$ cat config.mk
export PLATFORM = sky130hd
export DESIGN_NAME = gsc_front
export DESIGN_NICKNAME = d
export VERILOG_FILES = /design/src/hw/rtl/gsc_pkg.sv /design/src/hw/rtl/gsc_front.sv
export SDC_FILE = /design/constraint.sdc
export NUM_CORES = 1
export LEC_CHECK = 0
export BUFFER_PORTS_ARGS = -buffer_cell sky130_fd_sc_hd__buf_4
export CORE_MARGIN = 3
export CORE_UTILIZATION = 45
export DETAILED_ROUTE_END_ITERATION = 16
export PLACE_DENSITY = 0.8
export SLEW_MARGIN = 10
export SYNTH_ARGS = -nofsm -noshare
export SYNTH_HDL_FRONTEND = slang
export SYNTH_SLANG_ARGS = --single-unit
$ cat constraint.sdc
create_clock -name clk -period 3.5 [get_ports clk]
set_clock_uncertainty 0.15 [all_clocks]
set_input_delay 0.175 -clock clk [delete_from_list [all_inputs] [get_ports clk]]
set_output_delay 0.175 -clock clk [all_outputs]
set_load 0.02 [all_outputs]
$ cat src/hw/rtl/gsc_pkg.sv
package gsc_pkg;

    typedef enum logic [2:0]
    {
        PH_START  = 3'd0,
        PH_BODY   = 3'd1,
        PH_DIGITS = 3'd2,
        PH_TAIL   = 3'd3,
        PH_SKIP   = 3'd4
    } phase_t;

    typedef enum logic [1:0]
    {
        KIND_NONE = 2'd0,
        KIND_NMEA = 2'd1,
        KIND_CRC  = 2'd2
    } kind_t;

    typedef enum logic [2:0]
    {
        ROLE_START   = 3'd0,
        ROLE_DATA    = 3'd1,
        ROLE_SEP     = 3'd2,
        ROLE_STAR    = 3'd3,
        ROLE_DIGIT   = 3'd4,
        ROLE_TAIL    = 3'd5,
        ROLE_IGNORED = 3'd6
    } role_t;

    localparam logic [7:0]  CH_DOLLAR = 8'h24;
    localparam logic [7:0]  CH_HASH   = 8'h23;
    localparam logic [7:0]  CH_STAR   = 8'h2A;
    localparam logic [7:0]  CH_SEMI   = 8'h3B;
    localparam logic [7:0]  CH_COMMA  = 8'h2C;
    localparam logic [31:0] CRC_POLY  = 32'hEDB88320;
    localparam logic [31:0] CRC_INIT  = 32'hFFFFFFFF;
    localparam logic [3:0]  NEED_NMEA = 4'd2;
    localparam logic [3:0]  NEED_CRC  = 4'd8;
    localparam logic [7:0]  FIELD_MAX = 8'hFF;

    typedef struct packed
    {
        logic       ok;
        logic [3:0] value;
    } nibble_t;

    // One classified byte, front to back.
    typedef struct packed
    {
        logic [7:0] data;
        kind_t      kind;
        role_t      role;
        logic [7:0] field;
        logic       clear;
        logic       sum_en;
        logic       digit_en;
        logic [3:0] nib;
        logic       nib_bad;
        logic       verdict;
        logic       star_seen;
        logic       digits_short;
    } op_t;

    function automatic logic [31:0] crc_byte(input logic [31:0] crc, input logic [7:0] b);
        logic [31:0] c;
        c = crc ^ {24'd0, b};
        for (int k = 0; k < 8; k++)
        begin
            c = c[0] ? ((c >> 1) ^ CRC_POLY) : (c >> 1);
        end
        return c;
    endfunction

    function automatic nibble_t hex_nibble(input logic [7:0] c);
        nibble_t n;
        n.ok    = 1'b1;
        n.value = 4'd0;
        if (c >= 8'h30 && c <= 8'h39)
        begin
            n.value = c[3:0];
        end
        else if ((c >= 8'h41 && c <= 8'h46) || (c >= 8'h61 && c <= 8'h66))
        begin
            n.value = 4'(c[3:0] + 4'd9);
        end
        else
        begin
            n.ok = 1'b0;
        end
        return n;
    endfunction

endpackage

$ cat src/hw/rtl/gsc_front.sv
module gsc_front
(
    input  logic          clk,
    input  logic          rst_n,
    input  logic          s_tvalid,
    output logic          s_tready,
    input  logic [7:0]    s_tdata,  // [7:0] data_byte
    input  logic          s_tlast,  // last_byte
    output logic          push,
    output gsc_pkg::op_t  push_op,
    input  logic          push_ready
);

    gsc_pkg::phase_t phase_reg;
    gsc_pkg::phase_t phase_next;
    gsc_pkg::kind_t  kind_reg;
    gsc_pkg::kind_t  kind_next;
    logic [7:0]      field_reg;
    logic [7:0]      field_next;
    logic [3:0]      digits_reg;
    logic [3:0]      digits_next;
    logic [3:0]      need;
    logic            star_seen;
    gsc_pkg::nibble_t nib;

    assign s_tready = push_ready;
    assign push     = s_tvalid && push_ready;
    assign nib      = gsc_pkg::hex_nibble(s_tdata);

    always_comb
    begin
        phase_next  = phase_reg;
        kind_next   = kind_reg;
        field_next  = field_reg;
        digits_next = digits_reg;

        push_op          = '0;
        push_op.data     = s_tdata;
        push_op.role     = gsc_pkg::ROLE_IGNORED;
        push_op.field    = field_reg;
        push_op.nib      = nib.value;
        push_op.nib_bad  = !nib.ok;

        case (phase_reg)
            gsc_pkg::PH_START:
            begin
                field_next    = 8'd0;
                digits_next   = 4'd0;
                push_op.clear = 1'b1;
                push_op.role  = gsc_pkg::ROLE_START;
                push_op.field = 8'd0;
                if (s_tdata == gsc_pkg::CH_DOLLAR)
                begin
                    kind_next  = gsc_pkg::KIND_NMEA;
                    phase_next = gsc_pkg::PH_BODY;
                end
                else if (s_tdata == gsc_pkg::CH_HASH)
                begin
                    kind_next  = gsc_pkg::KIND_CRC;
                    phase_next = gsc_pkg::PH_BODY;
                end
                else
                begin
                    kind_next  = gsc_pkg::KIND_NONE;
                    phase_next = gsc_pkg::PH_SKIP;
                end
            end
            gsc_pkg::PH_BODY:
            begin
                if (s_tdata == gsc_pkg::CH_STAR)
                begin
                    push_op.role = gsc_pkg::ROLE_STAR;
                    phase_next   = gsc_pkg::PH_DIGITS;
                end
                else
                begin
                    push_op.sum_en = 1'b1;
                    if (s_tdata == gsc_pkg::CH_COMMA ||
                        (s_tdata == gsc_pkg::CH_SEMI && kind_reg == gsc_pkg::KIND_CRC))
                    begin
                        push_op.role = gsc_pkg::ROLE_SEP;
                        if (field_reg != gsc_pkg::FIELD_MAX)
                        begin
                            field_next = field_reg + 8'd1;
                        end
                    end
                    else
                    begin
                        push_op.role = gsc_pkg::ROLE_DATA;
                    end
                end
            end
            gsc_pkg::PH_DIGITS:
            begin
                push_op.role     = gsc_pkg::ROLE_DIGIT;
                push_op.digit_en = 1'b1;
                digits_next      = digits_reg + 4'd1;
                if (digits_next >= need)
                begin
                    phase_next = gsc_pkg::PH_TAIL;
                end
            end
            gsc_pkg::PH_TAIL:
            begin
                push_op.role = gsc_pkg::ROLE_TAIL;
            end
            default:
            begin
                push_op.role  = gsc_pkg::ROLE_IGNORED;
                push_op.field = 8'd0;
            end
        endcase

        star_seen = (phase_next == gsc_pkg::PH_DIGITS) || (phase_next == gsc_pkg::PH_TAIL);
        push_op.kind         = kind_next;
        push_op.star_seen    = star_seen;
        push_op.digits_short = star_seen && (digits_next < need);
        push_op.verdict      = s_tlast && (kind_next != gsc_pkg::KIND_NONE);

        if (s_tlast)
        begin
            phase_next = gsc_pkg::PH_START;
        end
    end

    // need only matters outside the start phase, where kind is already held
    assign need = (kind_reg == gsc_pkg::KIND_CRC) ? gsc_pkg::NEED_CRC : gsc_pkg::NEED_NMEA;

    always_ff @(posedge clk or negedge rst_n)
    begin
        if (!rst_n)
        begin
            phase_reg  <= gsc_pkg::PH_START;
            kind_reg   <= gsc_pkg::KIND_NONE;
            field_reg  <= 8'd0;
            digits_reg <= 4'd0;
        end
        else if (push)
        begin
            phase_reg  <= phase_next;
            kind_reg   <= kind_next;
            field_reg  <= field_next;
            digits_reg <= digits_next;
        end
    end

endmodule

==> flow_metrics.py, run 1 <==
metrics = {
    "status": {
        "status": "completed",
    },
    "sta": {
        "fin_crit_ns": 2.60,
        "layout_setup_ws_ns": 0.902,
        "slew-limit-headroom_pct": 64.0,
        "finalCritPeriodShare_pct": 74.2,
        "tns_ns": 0,
        "max_freq_mhz": 385,
        "worstMarginPinSlew_ns": 0.540,
        "timing.hold.ws_ns": 0.121,
        "slew_violations": 0,
        "rsz0062_at_grt": "no",
        "setup_viol": 0,
        "finalHoldViolCount": 0,
    },
    "yosys": {
        "synthXorXnorAreaFrac_pct": 1.10,
        "synth.distinct_cells": 54,
        "synth-compound-area-share_pct": 19.7,
        "yosys.area_share.simple_pct": 30.0,
        "postSynthCellCount": 197,
        "synth_fa_ha_area_share_pct": 7.87,
        "ys_async_sr_fraction_pct": 100,
        "synthesis.area_um2": 1590,
        "synthesis.nets": 220,
        "syn_avg_cell_area_um2": 8.07,
        "yosysSeqAreaShare_pct": 26.8,
        "synth-seq-cells": 17,
        "yosys_warnings": 0,
        "synth_ff_type": "dfrtp_1",
        "synth_mux_area_share_pct": 5.11,
        "synth_top_family_by_area": "simple AND/OR/NAND/NOR gates",
        "synth_edf_count": 0,
    },
    "cells_and_area": {
        "diodes": 0,
        "fin_util_pct": 60.7,
        "area_growth_pct": 22.2,
        "multiInputGateArea_um2": 1010,
        "drive_gt1_share_pct": 23.5,
        "final_cells": 278,
        "largest_reg_flops": 8,
        "nNetsFinal": 258,
        "stdcell_area_um2": 1940,
        "fill_cells": 309,
        "regArea_um2": 425,
    },
    "die": {
        "die_y_um": 65.4,
        "fp.dieArea_um2": 4280,
        "coreArea_um2": 3200,
        "start_util_pct": 49.6,
        "rows": 20,
        "die_width_um": 65.4,
        "io_pins": 47,
    },
    "drt": {
        "via_count": 1530,
        "first_pass_iters": 4,
        "wl_per_cell_um": 13.5,
        "route.detailed.drc": 0,
        "via_per_inst": 5.50,
        "drtIter0Drc": 97,
        "finalWirelength_mm": 3.76,
        "antenna_left": 0,
    },
    "clock_tree": {
        "clock_latency_ns": 0.29,
        "cts_tree": "built",
        "cts_made_buffers": 3,
        "cts_max_level": 1,
        "cts_setup_buffers": 0,
        "ctsHoldBuffers": 2,
        "clkSlewWorstSetupHoldPaths_ns": 0.10,
        "cts_sinks": 17,
        "clockBufferDepth": 2,
        "root_buffer": "clkbuf_4",
        "cts_resized": 0,
    },
    "place": {
        "dp_slack_ns": 1.26,
        "dp.cells": 272,
        "gp_congestion": 0.934,
        "io_buffers": 46,
        "place_area_um2": 1900,
        "dp_hpwl_mm": 2.86,
    },
    "critical_path": {
        "required_ns": 3.17,
        "crit_arrival_ns": 2.27,
        "r2r-start": "phase_reg[2]",
        "critPathMaxStageDelay_ns": 0.57,
        "crit_family": "flip-flops",
        "crit_buf_inv": 1,
        "crit_end": "push_op[0]",
        "end_kind": "output pin",
        "reg2reg_depth": 4,
        "path_cells": "or2_2, o21ai_0, ha_1, a2111oi_1, buf_4",
        "start_kind": "flip-flop",
        "cpMaxStageDelayCell": "dfrtp_1",
        "cp.depth": 5,
        "crit_type": "flip-flop to output pin",
        "r2r_end": "field_reg[0]",
        "r2r_slack_ns": 1.45,
        "crit_start": "phase_reg[2]",
        "crit_fanout": 17,
    },
    "grt": {
        "grt_max_degree": 18,
        "gr-usage-met2_pct": 29.3,
        "antenna_found_initial": 0,
        "use_met1_pct": 25.0,
        "grtUsageMet3_pct": 1.54,
        "grt_pass1_vias": 1330,
        "grt_overflow_total": 0,
        "grt_first_pass_wirelength_mm": 6.08,
        "top_usage_layer": "met2",
        "globalRouteTotalUtil_pct": 18.1,
    },
    "power": {
        "p_leak_nw": 0.913,
        "clock_power_share_pct": 23.7,
        "fin_total_pwr_uw": 454,
        "combPwrFrac_pct": 27.6,
        "ir_drop_uv": 205,
        "switchingPower_uw": 150,
        "p_int_uw": 304,
        "switching_share_pct": 33.0,
        "seqPwrFrac_pct": 48.7,
        "powerDensity_nw_per_um2": 234,
    },
    "run": {
        "drv_cap": 0,
    },
    "min_path": {
        "hold_path.class": "primary input to asynchronous set/reset pin",
    },
}
cell type report:
cell class                 count  share of cell area, %
inverter                      13                   2.51
clock buffer                   4                   1.35
multi-input combinational    151                   52.2
timing repair buffer          49                   19.2
tap                           44                   2.83
sequential                    17                   21.9
cell usage in the layout (no fill, tap or decap), types with 4 or more instances in the layout:
master and count:
a21oi_1 8, a31oi_1 4, and2_1 8, buf_4 47, dfrtp_1 17, ha_1 10
inv_1 12, mux2i_1 7, nand2_1 23, nand2b_1 7, nand4_1 5, nor2_1 15
nor3b_1 5, o21ai_0 8
logic make-up (layout without fill, tap and decap cells):
| logic type | after synthesis | after routing |
|---|---|---|
| compound gates | 45 | 45 |
| xor+xnor | 2 | 2 |
| buf+inv | 29 | 66 |
| flops | 17 | 17 |
| mux | 8 | 8 |
| fa+ha+maj | 10 | 10 |
| simple gates | 86 | 86 |
worst register-to-register path: stages, from the launching register on:
cell and delay, ns:
dfrtp_1 0.57, or3b_1 0.47, a21oi_1 0.42, a21oi_1 0.18, mux2i_1 0.19
Yosys cell counts, types with 2 or more instances:
| library cell | number | area (um^2) |
|---|---|---|
| and2_1 | 8 | 50.1 |
| a211oi_1 | 2 | 15.0 |
| and3_1 | 2 | 12.5 |
| nand3_1 | 3 | 15.0 |
| nand2b_1 | 7 | 43.8 |
| xnor2_1 | 2 | 17.5 |
| ha_1 | 10 | 125 |
| a21oi_1 | 8 | 40.0 |
| o31ai_1 | 2 | 15.0 |
| dfrtp_1 | 17 | 425 |
| a31oi_1 | 4 | 25.0 |
| nor2b_1 | 3 | 18.8 |
| clkbuf_1 | 3 | 11.3 |
| a22oi_1 | 2 | 15.0 |
| nand2_1 | 23 | 86.3 |
| nor2_1 | 15 | 56.3 |
| nand4_1 | 5 | 31.3 |
| buf_2 | 3 | 15.0 |
| inv_1 | 12 | 45.0 |
| buf_4 | 10 | 75.1 |
| nor3_1 | 3 | 15.0 |
| mux2i_1 | 7 | 70.1 |
| nor3b_1 | 5 | 37.5 |
| o21ai_0 | 8 | 40.0 |
| o2111ai_1 | 2 | 17.5 |
| nor4b_1 | 2 | 17.5 |
| a22o_1 | 2 | 17.5 |
routing by layer:
metal / part of all wire [%] / vias up / routed length [um]
li1: - / 785 / -
met1: 48 / 698 / 1810
met2: 45 / 43 / 1690
met3: 5.5 / 4 / 205
met4: 1.4 / 0 / 53
met5: 0 / - / 0
power groups by stage:
stage | Combinational, mW | Clock (mW) | Sequential [mW]
floorplan | 0.0856 | 0 | 0.218
global placement | 0.123 | 0 | 0.224
detailed placement | 0.124 | 0 | 0.224
CTS | 0.126 | 0.110 | 0.221
global route | 0.141 | 0.118 | 0.223
finish | 0.125 | 0.108 | 0.221
worst min path at each step:
| stage | end | slack (ns) | depth (start not counted) |
|---|---|---|---|
| after global routing | field_reg[0] | 0.15 | 2 |
| after floorplan | digits_reg[0] | -0.27 | 0 |
| after global placement | digits_reg[3] | -0.09 | 1 |
| final | field_reg[0] | 0.12 | 2 |
| after CTS | digits_reg[3] | 0.12 | 2 |
| after detailed placement | digits_reg[3] | -0.09 | 1 |
No activity file was read; power rests on OpenSTA's default activity.
==> inputs of run 2 (changes only) <==
--- a/config.mk
+++ b/config.mk
@@ -9,7 +9,7 @@
 export CORE_MARGIN = 3
 export CORE_UTILIZATION = 45
 export DETAILED_ROUTE_END_ITERATION = 16
-export PLACE_DENSITY = 0.8
+export PLACE_DENSITY = 0.83
 export SLEW_MARGIN = 10
 export SYNTH_ARGS = -nofsm -noshare
 export SYNTH_HDL_FRONTEND = slang
==> constraint.sdc (replaced) <==
create_clock -name clk -period 2.3 [get_ports clk]
set_clock_uncertainty 0.15 [all_clocks]
set_input_delay 0.115 -clock clk [delete_from_list [all_inputs] [get_ports clk]]
set_output_delay 0.115 -clock clk [all_outputs]
set_load 0.02 [all_outputs]
==> run 2 against run 1 <==
Against the previous run:
- register-to-register slack got worse by 1.2 ns
- via count grew 5.8%
- sequential share of layout area shrank 1.1 points
- worst hold slack got worse by 0.066 ns
- clock-buffer cell count decreased by 1
- critical path type unchanged
- largest power group unchanged
==> flow_metrics.py, run 2 (synthesis results as in run 1) <==
metrics = {
    "place": {
        "dp_hpwl_mm": 2.92,
        "io_buffers": 46,
        "place_area_um2": 1910,
        "gp_congestion": 0.887,
        "dp_slack_ns": 0.219,
        "dp.cells": 274,
    },
    "power": {
        "ir_drop_uv": 238,
        "powerDensity_nw_per_um2": 349,
        "p_leak_nw": 0.956,
    },
    "clock_tree": {
        "clock_latency_ns": 0.29,
        "cts_tree": "built",
        "clkSlewWorstSetupHoldPaths_ns": 0.11,
        "clockBufferDepth": 2,
        "cts_max_level": 1,
        "root_buffer": "clkbuf_4",
        "cts_made_buffers": 3,
        "cts_sinks": 17,
    },
    "critical_path": {
        "crit_fanout": 13,
        "start_kind": "flip-flop",
        "end_kind": "output pin",
        "path_cells": "buf_6, o21a_1, a311oi_2, nand3_1, a2111oi_4, buf_4",
        "r2r-start": "kind_reg[0]",
        "cpMaxStageDelayCell": "dfrtp_1",
        "required_ns": 2.04,
        "critPathMaxStageDelay_ns": 0.45,
        "crit_type": "flip-flop to output pin",
        "crit_start": "phase_reg[2]",
        "crit_arrival_ns": 2.03,
    },
    "sta": {
        "rsz0062_at_grt": "yes",
        "slew_violations": 0,
        "max_freq_mhz": 435,
        "worstMarginPinSlew_ns": 0.576,
        "slew-limit-headroom_pct": 61.5,
        "fin_crit_ns": 2.30,
        "finalCritPeriodShare_pct": 99.9,
        "layout_setup_ws_ns": 0.00223,
        "finalHoldViolCount": 0,
        "setup_viol": 0,
    },
    "cells_and_area": {
        "fill_cells": 292,
        "largest_reg_flops": 8,
        "multiInputGateArea_um2": 1070,
        "nNetsFinal": 264,
        "layout_commonest_cell": "buf_4",
        "drive_gt1_share_pct": 29.2,
        "layout_common_cells": "buf_4, nand2_1, dfrtp_1",
        "fin_util_pct": 64.0,
        "area_growth_pct": 28.9,
        "regArea_um2": 427,
        "stdcell_area_um2": 2050,
        "final_cells": 284,
        "diodes": 0,
    },
    "grt": {
        "antenna_found_initial": 0,
        "globalRouteTotalUtil_pct": 18.7,
        "grt_first_pass_wirelength_mm": 6.47,
        "grt_max_degree": 18,
        "grt_pass1_vias": 1441,
        "grt_overflow_total": 0,
    },
    "die": {
        "die_y_um": 65.4,
        "coreArea_um2": 3200,
        "io_pins": 47,
        "fp.dieArea_um2": 4280,
        "die_width_um": 65.4,
        "start_util_pct": 49.6,
        "rows": 20,
    },
    "drt": {
        "wl_per_cell_um": 14.5,
        "via_count": 1619,
        "drtIter0Drc": 74,
        "via_per_inst": 5.70,
        "route.detailed.drc": 0,
        "antenna_left": 0,
        "first_pass_iters": 4,
        "finalWirelength_mm": 4.11,
    },
    "min_path": {
        "hold_path.class": "primary input to asynchronous set/reset pin",
    },
    "status": {
        "status": "completed",
    },
    "run": {
        "drv_cap": 0,
    },
}
==> run 2: where the power goes <==
part | total [mW] | internal (mW) | switching [mW]
Combinational | 0.226 | 0.0940 | 0.132
Sequential | 0.327 | 0.314 | 0.0128
Clock | 0.163 | 0.0647 | 0.0985
Total | 0.716 | 0.472 | 0.244
==> run 2: area by class of cell <==
class / instances / share of cell area (%)
Timing Repair Buffer: 55 / 20.6
Clock buffer: 3 / 1.10
Clock inverter: 1 / 0.244
Inverter: 13 / 2.38
Tap cell: 44 / 2.69
Sequential cell: 17 / 20.8
Multi-Input combinational cell: 151 / 52.2
==> run 2: stage by stage <==
stage / hold WS (ns) / power (mW) / TNS (ns)
2_1_floorplan: -0.331 / 0.462 / 0
3_3_place_gp: -0.152 / 0.533 / 0
3_5_place_dp: -0.150 / 0.538 / 0
4_1_cts: 0.0604 / 0.711 / 0
5_1_grt: 0.0704 / 0.761 / -0.164
6_report: 0.0555 / 0.716 / 0
==> run 2: critical path: cells and delay by family (launching register included) <==
| kind | cells | cell delay (ns) |
|---|---|---|
| compound gates | 3 | 0.75 |
| flops | 1 | 0.45 |
| buf+inv | 2 | 0.37 |
| simple gates | 1 | 0.16 |
==> run 2: layer usage <==
layer	track usage, %	wire length (um)
met3	2.22	372
met4	3.89	13
met2	30.5	1900
met1	26.7	1830
met5	0	0
==> run 2: path summary, 6_finish.rpt <==
check                               endpoint  slack [ns]  depth (start not counted)
worst min-delay path            field_reg[7]        0.06                          2
worst min register to register   kind_reg[1]        0.36                          2
min in group clk                 kind_reg[1]        0.13                          4
worst max register to register  phase_reg[0]        0.24                          7
worst max-delay path              push_op[0]       0.002                          6
max in group asynchronous       phase_reg[1]        1.73                          2
==> run 2: timing repair <==
action                     4_1_cts  5_1_grt
setup endpoints to repair        1        2
hold endpoints to repair        20        0
resized for setup                4        9
pin swaps                        1        5
hold buffers                     2        0
setup buffers                    2        2
==> inputs of run 3 (changes only) <==
--- a/config.mk
+++ b/config.mk
@@ -5,11 +5,12 @@
 export SDC_FILE = /design/constraint.sdc
 export NUM_CORES = 1
 export LEC_CHECK = 0
+export ABC_AREA = 1
 export BUFFER_PORTS_ARGS = -buffer_cell sky130_fd_sc_hd__buf_4
 export CORE_MARGIN = 3
 export CORE_UTILIZATION = 45
 export DETAILED_ROUTE_END_ITERATION = 16
-export PLACE_DENSITY = 0.83
+export PLACE_DENSITY = 0.8
 export SLEW_MARGIN = 10
 export SYNTH_ARGS = -nofsm -noshare
 export SYNTH_HDL_FRONTEND = slang
==> constraint.sdc (replaced) <==
create_clock -name clk -period 2.4 [get_ports clk]
set_clock_uncertainty 0.15 [all_clocks]
set_input_delay 0.12 -clock clk [delete_from_list [all_inputs] [get_ports clk]]
set_output_delay 0.12 -clock clk [all_outputs]
set_load 0.02 [all_outputs]
==> run 3 against run 2 <==
Against the previous run:
- critical path depth rose by 4
- core utilization decreased by 6.0 points
- setup slack improved by 0.22 ns
- register-to-register slack improved by 0.35 ns
- combinational power grew 56%
- global-route usage rose by 0.73 points
- first-iteration DRC count up 74%
- clock power barely moved
- sequential cell count unchanged
- sequential share of layout area increased by 0.66 points
==> flow_metrics.py, run 3 <==
metrics = {
    "status": {
        "status": "completed",
    },
    "sta": {
        "worstMarginPinSlew_ns": 0.330,
        "max_freq_mhz": 458,
        "finalHoldViolCount": 0,
        "rsz0062_at_grt": "no",
        "setup_viol": 0,
        "fin_crit_ns": 2.18,
        "tns_ns": 0,
        "slew_violations": 0,
        "slew-limit-headroom_pct": 77.9,
        "finalCritPeriodShare_pct": 90.9,
        "timing.hold.ws_ns": 0.0668,
    },
    "drt": {
        "first_pass_iters": 4,
        "wl_met1_mm": 1.66,
        "wl_per_cell_um": 11.1,
        "highest_layer": "met4",
        "via_count": 1660,
        "wl_met3_um": 212,
        "drtIter0Drc": 129,
        "route.detailed.drc": 0,
        "finalWirelength_mm": 3.78,
        "via_per_inst": 4.88,
        "wl_met2_mm": 1.90,
        "antenna_left": 0,
    },
    "cells_and_area": {
        "area_growth_pct": 22.1,
        "fill_cells": 343,
        "layout_commonest_cell": "nand2_1",
        "layout_common_cells": "nand2_1, buf_4, nor2_1",
        "fin_util_pct": 58.0,
        "diodes": 0,
        "drive_gt1_share_pct": 23.5,
        "nNetsFinal": 318,
        "largest_reg_flops": 8,
        "final_cells": 340,
    },
    "yosys": {
        "synth_ff_type": "dfrtp_1",
        "ys_async_sr_fraction_pct": 100,
        "synth-seq-cells": 17,
        "synthesis.area_um2": 1620,
        "synth.distinct_cells": 26,
        "syn_avg_cell_area_um2": 6.38,
        "synth_top_cell_area_share_pct": 26.2,
        "yosysSeqAreaShare_pct": 26.2,
        "yosysMostFrequentCell": "nand2_1",
        "postSynthCellCount": 254,
        "synth_edf_count": 0,
        "synth_area_leaders": "dfrtp_1, nand2_1, nor2_1",
        "synth_area_leader_cell": "dfrtp_1",
        "yosys_warnings": 0,
        "synthesis.nets": 277,
        "synth_common_cells": "nand2_1, nor2_1, inv_1",
    },
    "clock_tree": {
        "clockBufferDepth": 2,
        "cts_tree": "built",
        "cts_resized": 0,
        "cts_max_level": 1,
        "cts_made_buffers": 3,
        "clock_latency_ns": 0.30,
        "root_buffer": "clkbuf_4",
        "cts_sinks": 17,
        "clkSlewWorstSetupHoldPaths_ns": 0.11,
    },
    "critical_path": {
        "crit_fanout": 7,
        "required_ns": 2.13,
        "r2r-start": "digits_reg[0]",
        "r2r_slack_ns": 0.59,
        "crit_start": "phase_reg[2]",
        "start_kind": "flip-flop",
        "crit_arrival_ns": 1.91,
        "crit_type": "flip-flop to output pin",
        "end_kind": "output pin",
        "r2r_end": "phase_reg[0]",
        "reg2reg_depth": 11,
    },
    "grt": {
        "grt_first_pass_wirelength_mm": 6.80,
        "antenna_found_initial": 0,
        "grt_overflow_total": 0,
        "globalRouteTotalUtil_pct": 19.5,
        "grt_max_degree": 18,
        "grt_pass1_vias": 1543,
    },
    "power": {
        "clock_power_share_pct": 19.2,
        "p_leak_nw": 1.05,
        "combPwrFrac_pct": 41.9,
        "powerDensity_nw_per_um2": 425,
        "fin_total_pwr_uw": 842,
        "seqPwrFrac_pct": 38.9,
        "ir_drop_uv": 232,
        "p_int_uw": 493,
        "switching_share_pct": 41.4,
        "switchingPower_uw": 348,
    },
    "die": {
        "die_width_um": 66.0,
        "io_pins": 47,
        "fp.dieArea_um2": 4360,
        "coreArea_um2": 3420,
        "rows": 21,
        "die_y_um": 66.0,
        "start_util_pct": 47.5,
    },
    "place": {
        "io_buffers": 46,
        "dp.cells": 334,
        "gp_congestion": 0.817,
        "dp_hpwl_mm": 2.99,
    },
    "min_path": {
        "hold_path.class": "primary input to asynchronous set/reset pin",
    },
    "run": {
        "drv_cap": 0,
    },
}
[run 3: cell types whose count changed after synthesis, sizes merged, moves of 7 or more]
| cell | previous run | this run |
|---|---|---|
| inv | 12 | 42 |
| mux2i | 7 | 0 |
| and2 | 8 | 0 |
| nor2 | 15 | 40 |
| nand2 | 23 | 72 |
| nand2b | 7 | 0 |
| nand3 | 3 | 22 |
[run 3: kinds of logic after synthesis]
group                      share of synthesized area (%)
xor gates and xnor gates                            2.70
AOI/OAI and AO/OA                                   8.95
and+or+nand+nor                                     39.0
buffers and inverters                               15.4
adders and majority gates                           7.72
DFF                                                 26.2
[run 3: final cells by class]
type                    count  area, um^2  area share, %
multi-input cells         183         946           47.8
repair buffers             48         365           18.4
well taps                  46        57.6           2.91
flip-flops and latches     17         425           21.5
clock buffers               4        26.3           1.33
inverters                  42         160           8.09
[run 3: power groups by stage]
stage	Combinational (mW)	Clock (mW)	Sequential, mW
2_1_floorplan	0.246	0	0.327
3_3_place_gp	0.348	0	0.331
3_5_place_dp	0.352	0	0.333
4_1_cts	0.356	0.168	0.327
5_1_grt	0.396	0.180	0.332
6_report	0.353	0.161	0.328
[run 3: worst max path at each step]
stage	slack (ns)	depth (start not counted)	end
5_1_grt	0.03	10	push_op[0]
3_5_place_dp	0.57	10	push_op[0]
6_report	0.22	10	push_op[0]
4_1_cts	0.22	10	push_op[0]
2_1_floorplan	0.54	7	push_op[2]
3_3_place_gp	0.59	10	push_op[0]
[run 3: metrics by stage]
stage | setup WS (ns) | cell area, um^2
2_1_floorplan | 0.543 | 1620
3_3_place_gp | 0.593 | 1930
3_5_place_dp | 0.574 | 1930
4_1_cts | 0.220 | 1980
5_1_grt | 0.0302 | 1980
6_report | 0.218 | 1980
[run 3: worst max-delay path: stages, from the launching register on]
cell     delay, ns
dfrtp_1       0.46
inv_4         0.13
nand3_2       0.15
inv_2         0.13
nand2_1       0.06
o21ai_1       0.11
ha_1          0.25
inv_1         0.05
nor2_1        0.04
nor2_1        0.09
buf_4         0.14
[run 3: repair_timing]
item	CTS	global route
buffers inserted	0	0
hold buffers	2	0
hold endpoints to repair	19	0
[run 3: layer usage]
layer	vias to the layer above	GRT usage (%)
li1	861	-
met1	761	24.3
met2	36	34.5
met3	2	4.42
met4	0	3.30
met5	-	0
